`src/rtl/npcs_pkg.sv`:
```
// ----------------------------------------------------------------------------
// npcs_pkg
// Types and constants shared by the nearest palette color search block.
// ----------------------------------------------------------------------------
package npcs_pkg;

	localparam int IDX_W  = 8;
	localparam int COMP_W = 8;
	localparam int WIDE_W = 16;
	localparam int ENTRY_W = 3 * COMP_W;
	localparam int SQ_W   = 2 * COMP_W;
	localparam int DIST_W = SQ_W + 2;

	// Component positions inside a stored entry
	localparam int SEL_RED   = 2;
	localparam int SEL_GREEN = 1;
	localparam int SEL_BLUE  = 0;

	localparam logic CMD_WRITE = 1'b0;
	localparam logic CMD_QUERY = 1'b1;

	localparam int CFG_IDX_W = 1;
	localparam logic [CFG_IDX_W-1:0] CFG_FIRST = 1'd0;
	localparam logic [CFG_IDX_W-1:0] CFG_LAST  = 1'd1;

	localparam logic [IDX_W-1:0] FIRST_RST = 8'd0;
	localparam logic [IDX_W-1:0] LAST_RST  = 8'd254;

	typedef struct packed {
		logic             vld;
		logic             head;
		logic             tail;
		logic             hit;
		logic [IDX_W-1:0] idx;
	} npcs_tag_t;

	typedef enum logic [1:0] {
		ST_IDLE,
		ST_SCAN,
		ST_DRAIN,
		ST_DONE
	} npcs_state_t;

endpackage

```
`src/rtl/npcs_cell.sv`:
```
// ----------------------------------------------------------------------------
// npcs_cell
// One distance cell: adds the squared difference of one color component
// to the partial distance and hands entry, tag and sum to the next cell.
// ----------------------------------------------------------------------------
module npcs_cell import npcs_pkg::*; #(
	parameter int SEL = SEL_RED
) (
	input  logic               clk,
	input  logic               arst_n,
	input  logic               load,
	input  logic [COMP_W-1:0]  want,
	input  npcs_tag_t          tag_i,
	input  logic [ENTRY_W-1:0] entry_i,
	input  logic [DIST_W-1:0]  psum_i,
	output npcs_tag_t          tag_o,
	output logic [ENTRY_W-1:0] entry_o,
	output logic [DIST_W-1:0]  psum_o
);

	logic [COMP_W-1:0]  want_q;
	npcs_tag_t          tag_q;
	logic [ENTRY_W-1:0] entry_q;
	logic [DIST_W-1:0]  psum_q;
	logic [COMP_W-1:0]  comp;
	logic [COMP_W-1:0]  diff;
	logic [SQ_W-1:0]    sq;

	assign comp = entry_i[SEL*COMP_W +: COMP_W];
	assign diff = (comp >= want_q) ? (comp - want_q) : (want_q - comp);
	assign sq   = SQ_W'(diff) * SQ_W'(diff);

	always_ff @(posedge clk or negedge arst_n) begin
		if (!arst_n) begin
			tag_q <= '0;
		end else begin
			tag_q <= tag_i;
		end
	end

	always_ff @(posedge clk) begin
		if (load) begin
			want_q <= want;
		end
		entry_q <= entry_i;
		psum_q  <= psum_i + DIST_W'(sq);
	end

	assign tag_o   = tag_q;
	assign entry_o = entry_q;
	assign psum_o  = psum_q;

endmodule

```
`config.mk`:
```
export PLATFORM = sky130hd
export DESIGN_NAME = npcs_cell
export DESIGN_NICKNAME = d
export VERILOG_FILES = /design/src/rtl/npcs_pkg.sv /design/src/rtl/npcs_cell.sv
export SDC_FILE = /design/constraint.sdc
export NUM_CORES = 1
export LEC_CHECK = 0
export BUFFER_PORTS_ARGS = -buffer_cell sky130_fd_sc_hd__buf_2
export CAP_MARGIN = 30
export CORE_AREA = 2 2 111 92
export DETAILED_ROUTE_END_ITERATION = 10
export DIE_AREA = 0 0 113 94
export GPL_TIMING_DRIVEN = 0
export PLACE_DENSITY = 0.74
export SLEW_MARGIN = 40
export SYNTH_ARGS = -nofsm -noshare
export SYNTH_HDL_FRONTEND = slang
export SYNTH_SLANG_ARGS = --single-unit
```
`constraint.sdc`:
```
create_clock -name clk -period 6 [get_ports clk]
set_input_delay 0.9 -clock clk [delete_from_list [all_inputs] [get_ports clk]]
set_output_delay 0.9 -clock clk [all_outputs]
set_load 0.02 [all_outputs]
```
==> metrics.md, run 1 <==
| Metric | Value |
|---|---|
| Status | `complete, but fails checks` |
| Violated checks | `design-rule violations, negative setup slack` |
| DR pass1 iterations | `7` |
| Critical Path Slowest Stage Cell | `fa_1` |
| Final Worst Setup Slack | `-119 ps` |
| Layout cell share with drive strength beyond 1 | `43.1%` |
| Fmax achieved | `between 150 and 200 MHz` |
| Clock transition at path regs | `~50 ps` |
| H-tree levels | `3` |
| Final period utilization | `102%` |
| Mapped Area | `approximately 4500 sq um` |
| Worst setup EP type | `register` |
| Total wire length | `between 10000 and 15000 microns` |
| R2R setup slack | `roughly 80 ps` |
| Arrival time worst endpoint | `6330 ps` |
| Pin count of the biggest net entering global routing | `13` |
| Most frequent cells in the layout | `115 x buf_2, 74 x inv_1, 43 x ha_1, 42 x dfxtp_1, 35 x buf_4` |
| Top FF cell, synth | `dfxtp_1` |
| Final Instance Area | `6370 sq um` |
| Sequential fraction of the synthesis area | `30.4%` |
| Max-Cap Viols | `0` |
| EDFF count, synth | `8` |
| Layout area overhead | `40.0%` |
| Final setup violation count | `4` |
| Cell Chain, Critical Path | `buf_8 > inv_4 > ha_4 > buf_6 > nand4_1 > a311o_4 > nand2_8 > mux2i_4 > xor2_4 > or2_4 > fa_2 > fa_1 > inv_2 > ha_4 > inv_2 > fa_1 > fa_2 > nor2b_4 > o21ai_4 > a21boi_2 > o31a_1 > o211ai_1 > nand2b_1 > xor2_1` |
| Yosys cell types | `59` |
| Count of pins over their slew limit | `0` |
| Clk buf depth | `2` |
| GPL Wtd Cong | `0.827` |
| Worst rel slew slack | `61.7%` |
| Placed cell area | `5380 sq um` |
| Yosys Warn Count | `0` |
| Syn nets | `about 610` |
| Worst slew pin tran | `571 ps` |
| Hold Crit Class | `in2async` |
| Initial Utilization | `between 40% and 50%` |
| Ys async rst share | `19.4%` |
| Cells after synthesis | `445` |
| Crit path max fanout | `8` |
| Clk_skew | `roughly 9.6 ps` |
| Setup crit start kind | `primary input` |
| Avg Vias per Cell | `4.97` |
| Die Width | `113 microns` |
| Core Box Area | `9450 sq um` |
| # IOs | `119` |
| Largest stage delay, worst path | `560 ps` |
| Hpwl dp | `7610 microns` |
| Pre-CTS setup slack | `-819 ps` |
| Syn_area_per_cell | `10.2 sq um` |
| Number of global-route vias before repair | `3866` |
| Fin crit period | `6120 ps` |
| # port buffers | `118` |
| Commonest non-fill, non-tap cell in the layout | `buf_2` |
| Post-layout util | `around two thirds` |
| Starting DRC count in detailed routing | `166` |
| Gr ovfl total | `0` |
| Drt drc | `5` |
| Final setup TNS | `-365 ps` |
| First-pass GRT wire length | `17000 microns` |
| Final ANT Viol Nets | `0` |
| ANT cells | `0` |
| Clock Sinks | `between 60 and 70` |
| Std cell rows | `32` |
| FF-to-FF Start | `want_q[2]` |
| NumNets Final | `between 700 and 800` |
| TritonCTS Buffers | `9` |
| Die ar. | `10600 sq um` |
| Initial antenna violation count | `0` |
| Req. time, crit path | `about 6200 ps` |
| WL/cell | `14.3 microns` |
| CTS tree | `built` |
| Yosys reg bits | `62` |
| Worst-Skew Late Latency | `340 ps` |
| Setup CP Type | `in2reg` |
| Worst reg2reg endpoint | `psum_o[13]` |
| RSZ-0062 raised after global routing | `yes` |
| Post-CTS Hold Fix Bufs | `0` |
| GRT Total Usage | `20.2%` |
| Final Hold Violating Endpoints | `0` |
| CTS root buffer | `clkbuf_16` |
| Die outline height | `about 94 microns` |
| Via count | `3660` |
| Path depth of the worst reg2reg path | `22` |
## flip-flops by register name (all words and copies together), names as in the netlist
signal   flops
entry_o     24
psum_o      18
tag_o       12
want_q       8
## critical path, delay by kind of cell
family          cells  cell delay (ps)
fa+ha+maj           6             2280
compound gates      5             1370
simple gates        5              690
xor+xnor            2              470
buf+inv             5              310
mux                 1              290
## per-layer routing
| metal | vias up | share of wire [%] | GRT usage [%] |
|---|---|---|---|
| met5 | - | 0 | 0 |
| li1 | 1774 | - | - |
| met1 | 1762 | 42 | 23.1 |
| met4 | 0 | 1.2 | 7.32 |
| met2 | 113 | 51 | 36.4 |
| met3 | 11 | 5.6 | 5.55 |
## stage by stage
step	instances	hold slack, ps
final	736	432
after global routing	736	442
after CTS	722	431
after detailed placement	682	782
after global placement	682	773
after floorplan	445	604
## how the worst max path moves through the flow
stage | end | slack [ps] | startpoint
after floorplan | psum_o[17] | 3 | entry_i[16]
after global placement | psum_o[15] | -730 | entry_i[16]
after detailed placement | psum_o[15] | -820 | entry_i[16]
after CTS | psum_o[15] | -90 | entry_i[16]
after global routing | psum_o[15] | -290 | entry_i[18]
final | psum_o[13] | -120 | entry_i[18]
## what timing repair did
action                                  in CTS  in global routing
resized for setup                           49                 30
endpoints found under the setup margin      10                  7
setup buffers                               24                 15
pin swaps                                   53                 30
## cell type report
| cell class | instances | area [sq um] |
|---|---|---|
| Clock inverter | 6 | 86.3 |
| Multi-Input combinational cell | 285 | 3180 |
| Clock buffer | 10 | 229 |
| Buffer | 5 | 38.8 |
| Inverter | 92 | 350 |
| Tap cell | 119 | 149 |
| Timing Repair Buffer | 157 | 951 |
| Fill cell | 727 | 3080 |
| Sequential cell | 62 | 1380 |
## synthesized netlist by cell type, types with 6 or more instances
master     n  area, sq um
a21o_1    10         75.1
a21oi_1   18         90.1
dfrtp_1   12          300
dfxtp_1   42          841
edfxtp_1   8          240
fa_1      39          781
ha_1      58          726
inv_1     92          345
nand2_1   11         41.3
nand2b_1   6         37.5
nor2_1    28          105
nor2b_1    6         37.5
nor3_1     6         30.0
o21ai_0    7         35.0
xnor2_1   13          114
## cell families (layout without fill, tap and decap cells)
family | count (synthesis) | in the layout | synth area share, %
mux | 6 | 6 | 1.49
buf+inv | 98 | 270 | 8.64
flops | 62 | 62 | 30.4
simple gates | 96 | 96 | 11.5
fa+ha+maj | 97 | 97 | 33.1
compound gates | 66 | 66 | 10.5
xor+xnor | 20 | 20 | 4.35
Power of run 1 is not shown: default switching activity piles up to over one toggle a cycle in this logic, so the estimate is an artifact.
==> run 2: changes to the inputs <==
--- a/config.mk
+++ b/config.mk
@@ -5,13 +5,14 @@
 export SDC_FILE = /design/constraint.sdc
 export NUM_CORES = 1
 export LEC_CHECK = 0
+export ABC_AREA = 1
 export BUFFER_PORTS_ARGS = -buffer_cell sky130_fd_sc_hd__buf_2
 export CAP_MARGIN = 30
-export CORE_AREA = 2 2 111 92
+export CORE_AREA = 2 2 105 87
 export DETAILED_ROUTE_END_ITERATION = 10
-export DIE_AREA = 0 0 113 94
+export DIE_AREA = 0 0 107 89
 export GPL_TIMING_DRIVEN = 0
-export PLACE_DENSITY = 0.74
+export PLACE_DENSITY = 0.8
 export SLEW_MARGIN = 40
 export SYNTH_ARGS = -nofsm -noshare
 export SYNTH_HDL_FRONTEND = slang
==> constraint.sdc (replaced) <==
create_clock -name clk -period 7.14 [get_ports clk]
set_input_delay 1.071 -clock clk [delete_from_list [all_inputs] [get_ports clk]]
set_output_delay 1.071 -clock clk [all_outputs]
set_load 0.02 [all_outputs]
==> metrics.md, run 2 <==
| Metric | Value |
|---|---|
| CTS root buffer | `clkbuf_8 (was clkbuf_16)` |
| Clock transition at path regs | `70 ps (was 50 ps)` |
| Syn nets | `691 (was 607)` |
| Leading cell types by count after synthesis | `128 x inv_1, 96 x nand2_1, 58 x ha_1 (was 92 x inv_1, 58 x ha_1, 42 x dfxtp_1)` |
| EDFF count, synth | `8 (unchanged)` |
| Most frequent cells in the layout | `128 x inv_1, 118 x buf_2, 96 x nand2_1, 58 x ha_1, 42 x dfxtp_1 (was 115 x buf_2, 74 x inv_1, 43 x ha_1, 42 x dfxtp_1, 35 x buf_4)` |
| Worst slew pin tran | `315 ps (was 571 ps)` |
| Yosys Warn Count | `0 (unchanged)` |
| Total wire length | `9410 microns (was 10500 microns)` |
| Starting DRC count in detailed routing | `231 (was 166)` |
| Pin count of the biggest net entering global routing | `13 (unchanged)` |
| Syn_area_per_cell | `8.77 sq um (was 10.2 sq um)` |
| First-pass GRT wire length | `16000 microns (was 17000 microns)` |
| Req. time, crit path | `7380 ps (was 6210 ps)` |
| Largest stage delay, worst path | `530 ps (was 560 ps)` |
| Status | `finished, final reports clean (was complete, but fails checks)` |
| Die outline height | `89 microns (was 94 microns)` |
| Post-CTS setup buffer count | `0 (was 24)` |
| Placed cell area | `5370 sq um (was 5380 sq um)` |
| Area share of the largest cell type after synthesis | `18.1% (was 18.5%)` |
| Worst rel slew slack | `78.8% (was 61.7%)` |
| Metal2 WL | `4500 microns (was 5370 microns)` |
| Yosys cell types | `35 (was 59)` |
| DR pass1 iterations | `4 (was 7)` |
| Std cell rows | `30 (was 32)` |
| Clock Sinks | `62 (unchanged)` |
| TritonCTS Buffers | `9 (unchanged)` |
| Count of pins over their slew limit | `0 (unchanged)` |
| Crit path buf inv count | `7 (was 5)` |
| Largest register FFs | `24 (unchanged)` |
| Setup CP Type | `in2reg (unchanged)` |
| Met1 WL | `4090 microns (was 4410 microns)` |
| Crit path max-delay family | `adder cells (unchanged)` |
| Worst-Skew Late Latency | `350 ps (was 340 ps)` |
| Clk_skew | `7.76 ps (was 9.58 ps)` |
| WL/cell | `12.1 microns (was 14.3 microns)` |
| Critical Path Slowest Stage Cell | `fa_1 (unchanged)` |
| ANT cells | `0 (unchanged)` |
| Fin crit period | `between 6000 and 7000 ps` |
| Most common cell in the netlist | `inv_1 (unchanged)` |
| GRT Total Usage | `21.4% (was 20.2%)` |
| Layout area overhead | `19.7% (was 40.0%)` |
| Layout cell share with drive strength beyond 1 | `24.7% (was 43.1%)` |
| Core Box Area | `8370 sq um (was 9450 sq um)` |
| # IOs | `119 (unchanged)` |
| Hpwl dp | `7970 microns (was 7610 microns)` |
| Setup crit start kind | `primary input (unchanged)` |
| # port buffers | `118 (unchanged)` |
| Post-CTS Resized | `0 (was 49)` |
| Initial antenna violation count | `0 (unchanged)` |
| Final ANT Viol Nets | `0 (unchanged)` |
| RSZ-0062 raised after global routing | `no (was yes)` |
| Final setup violation count | `0 (was 4)` |
| Mapped Area | `4640 sq um (was 4550 sq um)` |
| Die ar. | `9520 sq um (was 10600 sq um)` |
| Drt drc | `0 (was 5)` |
| Uppermost layer routed | `met4 (unchanged)` |
| Arrival time worst endpoint | `6470 ps (was 6330 ps)` |
| Die Width | `107 microns (was 113 microns)` |
| Cells after synthesis | `529 (was 445)` |
| Yosys reg bits | `62 (unchanged)` |
| Commonest non-fill, non-tap cell in the layout | `inv_1 (was buf_2)` |
| Post-CTS Hold Fix Bufs | `0 (unchanged)` |
| NumNets Final | `820 (was 774)` |
| Final Hold Violating Endpoints | `0 (unchanged)` |
| Top FF cell, synth | `dfxtp_1 (unchanged)` |
| Hold Crit Class | `in2async (unchanged)` |
| Number of global-route vias before repair | `3785 (was 3866)` |
| Gr ovfl total | `0 (unchanged)` |
| Avg Vias per Cell | `4.77 (was 4.97)` |
| GPL Wtd Cong | `0.873 (was 0.827)` |
| Crit path max fanout | `8 (unchanged)` |
| Final Instance Area | `5550 sq um (was 6370 sq um)` |
| Final period utilization | `87.3%` |
| Sequential fraction of the synthesis area | `29.8% (was 30.4%)` |
| Fmax achieved | `around 160 MHz` |
| CTS tree | `built (unchanged)` |
| Initial Utilization | `55.4% (was 48.1%)` |
| Clk buf depth | `2 (unchanged)` |
| Worst setup EP type | `register (unchanged)` |
| Final setup TNS | `0 ps (was -365 ps)` |
| Via count | `3696 (was 3660)` |
| H-tree levels | `3 (unchanged)` |
| WHS | `581 ps (was 432 ps)` |
| Area contributors post-synth | `dfxtp_1 18%, fa_1 17%, ha_1 16% (unchanged)` |
| Max-Cap Viols | `0 (unchanged)` |
| DR WL met3 | `663 microns (was 590 microns)` |
| Synth area leader | `dfxtp_1 (unchanged)` |
| Ys async rst share | `19.4% (unchanged)` |
run 2: cell count changes after synthesis, sizes merged, moves of 5 or more:
cell,change
a21o,-7
nor2b,-6
xnor2,-5
or3,-5
a21oi,-8
or2,-8
o21a,-5
inv,+39
mux2i,-6
nand2,+97
o21bai,+5
xor2,+7
nand2b,-6
nand3,+21
run 2: logic make-up (layout without fill, tap and decap cells):
family	count (synthesis)	in the layout	synth area share [%]
compound gates	31	31	4.24
flops	62	62	29.8
simple gates	181	181	17.8
xor+xnor	22	22	4.15
buf+inv	136	270	11.5
fa+ha+maj	97	97	32.5
run 2: final cells by class:
cell class                 instances  area [sq um]
clock buffer                      11           153
timing repair buffer             118           591
buffer                             5          41.3
sequential                        62          1380
tap                              112           140
fill                             665          2820
inverter                         131           494
clock inverter                     5          31.3
multi-input combinational        331          2720
run 2: through the flow:
step	setup slack [ps]	utilization [%]	instances
2_1_floorplan	1230	-	529
3_3_place_gp	767	64.1	759
3_5_place_dp	599	64.1	759
4_1_cts	930	66.3	775
5_1_grt	542	66.3	775
6_report	909	66.3	775
run 2: path summary, 6_finish.rpt:
check,slack (ps),cells after the start,startpoint,to
worst max-delay path,910,28,entry_i[16],psum_o[15]
worst min register to register,1020,4,want_q[0],psum_o[0]
max in group asynchronous,6360,1,arst_n,tag_o[0]
worst max register to register,1450,26,want_q[0],psum_o[15]
worst min-delay path,580,1,arst_n,tag_o[2]
min in group clk,820,1,entry_i[5],entry_o[5]
run 2: per-layer routing:
metal  global-route usage, %  vias to the layer above
met5                       0                        -
met4                    6.73                        0
li1                        -                     1860
met3                    5.32                       17
met1                    25.6                     1694
met2                    38.3                      125
Power of run 2 is left out for the same reason.
==> run 3: changes to the inputs <==
--- a/config.mk
+++ b/config.mk
@@ -8,11 +8,12 @@
 export ABC_AREA = 1
 export BUFFER_PORTS_ARGS = -buffer_cell sky130_fd_sc_hd__buf_2
 export CAP_MARGIN = 30
-export CORE_AREA = 2 2 105 87
+export CORE_AREA = 2 2 107 88
 export DETAILED_ROUTE_END_ITERATION = 10
-export DIE_AREA = 0 0 107 89
+export DIE_AREA = 0 0 109 90
 export GPL_TIMING_DRIVEN = 0
-export PLACE_DENSITY = 0.8
+export PLACE_DENSITY = 0.78
+export SETUP_SLACK_MARGIN = 0.15
 export SLEW_MARGIN = 40
 export SYNTH_ARGS = -nofsm -noshare
 export SYNTH_HDL_FRONTEND = slang
==> constraint.sdc (replaced) <==
create_clock -name clk -period 5.8 [get_ports clk]
set_input_delay 0.87 -clock clk [delete_from_list [all_inputs] [get_ports clk]]
set_output_delay 0.87 -clock clk [all_outputs]
set_load 0.02 [all_outputs]
==> metrics.md, run 3 (synthesis results as in run 2) <==
| Metric | Value |
|---|---|
| Status | `finished, final reports clean (unchanged)` |
| Critical Path Slowest Stage Cell | `fa_1 (unchanged)` |
| Final Hold Violating Endpoints | `0 (unchanged)` |
| DR pass1 iterations | `5 (was 4)` |
| Clk_skew | `11.6 ps (was 7.76 ps)` |
| RSZ-0062 raised after global routing | `yes (was no)` |
| Layout area overhead | `29.9% (was 19.7%)` |
| GPL Wtd Cong | `0.928 (was 0.873)` |
| Final ANT Viol Nets | `0 (unchanged)` |
| Top cell by count, worst path | `fa_1` |
| Most frequent cells in the layout | `119 x inv_1, 118 x buf_2, 80 x nand2_1, 51 x ha_1, 42 x dfxtp_1 (was 128 x inv_1, 118 x buf_2, 96 x nand2_1, 58 x ha_1, 42 x dfxtp_1)` |
| Worst-Skew Late Latency | `340 ps (was 350 ps)` |
| CTS root buffer | `clkbuf_8 (unchanged)` |
| Setup crit start kind | `primary input (unchanged)` |
| Worst slew pin tran | `376 ps (was 315 ps)` |
| # port buffers | `118 (unchanged)` |
| First-pass GRT wire length | `16200 microns (was 16000 microns)` |
| R2R setup slack | `570 ps (was 1450 ps)` |
| Crit path max-delay family | `adder cells (unchanged)` |
| Clock Sinks | `62 (unchanged)` |
| Post-layout util | `68.5% (was 66.3%)` |
| Avg Vias per Cell | `4.82 (was 4.77)` |
| Worst setup EP type | `register (unchanged)` |
| Via count | `3824 (was 3696)` |
| FF-to-FF Start | `want_q[0] (unchanged)` |
| Hpwl dp | `7750 microns (was 7970 microns)` |
| H-tree levels | `3 (unchanged)` |
| Die ar. | `9810 sq um (was 9520 sq um)` |
| Commonest non-fill, non-tap cell in the layout | `inv_1 (unchanged)` |
| GRT Total Usage | `20.8% (was 21.4%)` |
| Core Box Area | `8800 sq um (was 8370 sq um)` |
| TritonCTS Buffers | `9 (unchanged)` |
| Fin crit period | `around 5500 ps` |
| Clk buf depth | `2 (unchanged)` |
| Fmax achieved | `182 MHz` |
| WL/cell | `13.0 microns (was 12.1 microns)` |
| Critical path origin | `entry_i[16] (unchanged)` |
| Req. time, crit path | `6040 ps (was 7380 ps)` |
| Initial Utilization | `52.7% (was 55.4%)` |
| # IOs | `119 (unchanged)` |
| Worst rel slew slack | `74.7% (was 78.8%)` |
| Initial antenna violation count | `0 (unchanged)` |
| Setup CP Type | `in2reg (unchanged)` |
| Final setup violation count | `0 (unchanged)` |
| Arrival time worst endpoint | `5720 ps (was 6470 ps)` |
| Starting DRC count in detailed routing | `212 (was 231)` |
| Largest register FFs | `24 (unchanged)` |
| Post-CTS Hold Fix Bufs | `0 (unchanged)` |
| Drt drc | `0 (unchanged)` |
| Crit path buf inv count | `7 (unchanged)` |
| Largest stage delay, worst path | `550 ps (was 530 ps)` |
| Count of pins over their slew limit | `0 (unchanged)` |
| Max-Cap Viols | `0 (unchanged)` |
| Die outline height | `90 microns (was 89 microns)` |
| Die Width | `109 microns (was 107 microns)` |
| Crit path max fanout | `8 (unchanged)` |
| Layout cell share with drive strength beyond 1 | `36.1% (was 24.7%)` |
| Gr ovfl total | `0 (unchanged)` |
| CTS tree | `built (unchanged)` |
| NumNets Final | `835 (was 820)` |
| Clock transition at path regs | `80 ps (was 70 ps)` |
| ANT cells | `0 (unchanged)` |
| Pin count of the biggest net entering global routing | `13 (unchanged)` |
| Number of global-route vias before repair | `3834 (was 3785)` |
| Std cell rows | `31 (was 30)` |
| Hold Crit Class | `in2async (unchanged)` |
| Final period utilization | `94.5%` |
| Total wire length | `10300 microns (was 9410 microns)` |
## run 3: changes by cell type in the layout (fill, tap and decap cells not counted), sizes merged
cell,previous run,this run
buf,122,137
clkbuf,12,14
clkinv,3,2
clkinvlp,1,0
## run 3: timing repair
item	CTS	global route
buffers inserted	1	14
setup endpoints to repair	7	10
pin swaps	4	37
resized for setup	8	78
## run 3: per-stage QoR
step	worst slack, ps	hold slack (ps)	TNS (ps)	area (sq um)	instances
3_5_place_dp	-422	754	-2620	5380	762
2_1_floorplan	164	574	0	4640	529
6_report	316	381	0	6030	793
4_1_cts	128	371	0	5630	779
5_1_grt	-33.9	386	-58.1	6030	793
3_3_place_gp	-289	743	-1540	5380	762
## run 3: final cells by class
class | instances | area, sq um
clock buffer | 13 | 190
tap | 115 | 144
multi-input combinational | 331 | 3050
buffer | 5 | 45.0
sequential | 62 | 1380
timing repair buffer | 133 | 703
clock inverter | 3 | 22.5
fill | 647 | 2780
inverter | 131 | 494
## run 3: worst register-to-register path, stage by stage, from the launching register on
cell and delay (ps):
edfxtp_1 410, ha_2 350, buf_6 150, inv_1 110, nor2_2 130, nand3_2 100, nand3_4 150, inv_4 80
nand2_2 120, nand2_4 80, nor2_4 130, inv_1 60, fa_1 500, inv_1 60, fa_1 500, fa_1 570
inv_2 40, fa_1 540, inv_2 50, ha_4 290, nand2_1 80, nand2_2 110, a21oi_4 50, o21ai_2 180
nand2_1 100, a21o_1 170, nand2_1 50
## run 3: worst paths after layout
check | endpoint | cells after the start
worst max-delay path | psum_o[17] | 27
worst min-delay path | tag_o[4] | 1
worst max register to register | psum_o[12] | 26
worst min register to register | psum_o[0] | 4
max in group asynchronous | tag_o[9] | 1
min in group clk | entry_o[12] | 1
## run 3: routing by layer
layer	wire, microns	track usage (%)	part of all wire [%]	vias up
li1	-	-	-	1885
met2	5300	35.4	51	118
met4	202	7.69	2.0	0
met5	0	0	0	-
met1	4190	25.3	41	1804
met3	608	4.93	5.9	17
Power of run 3 is left out for the same reason.
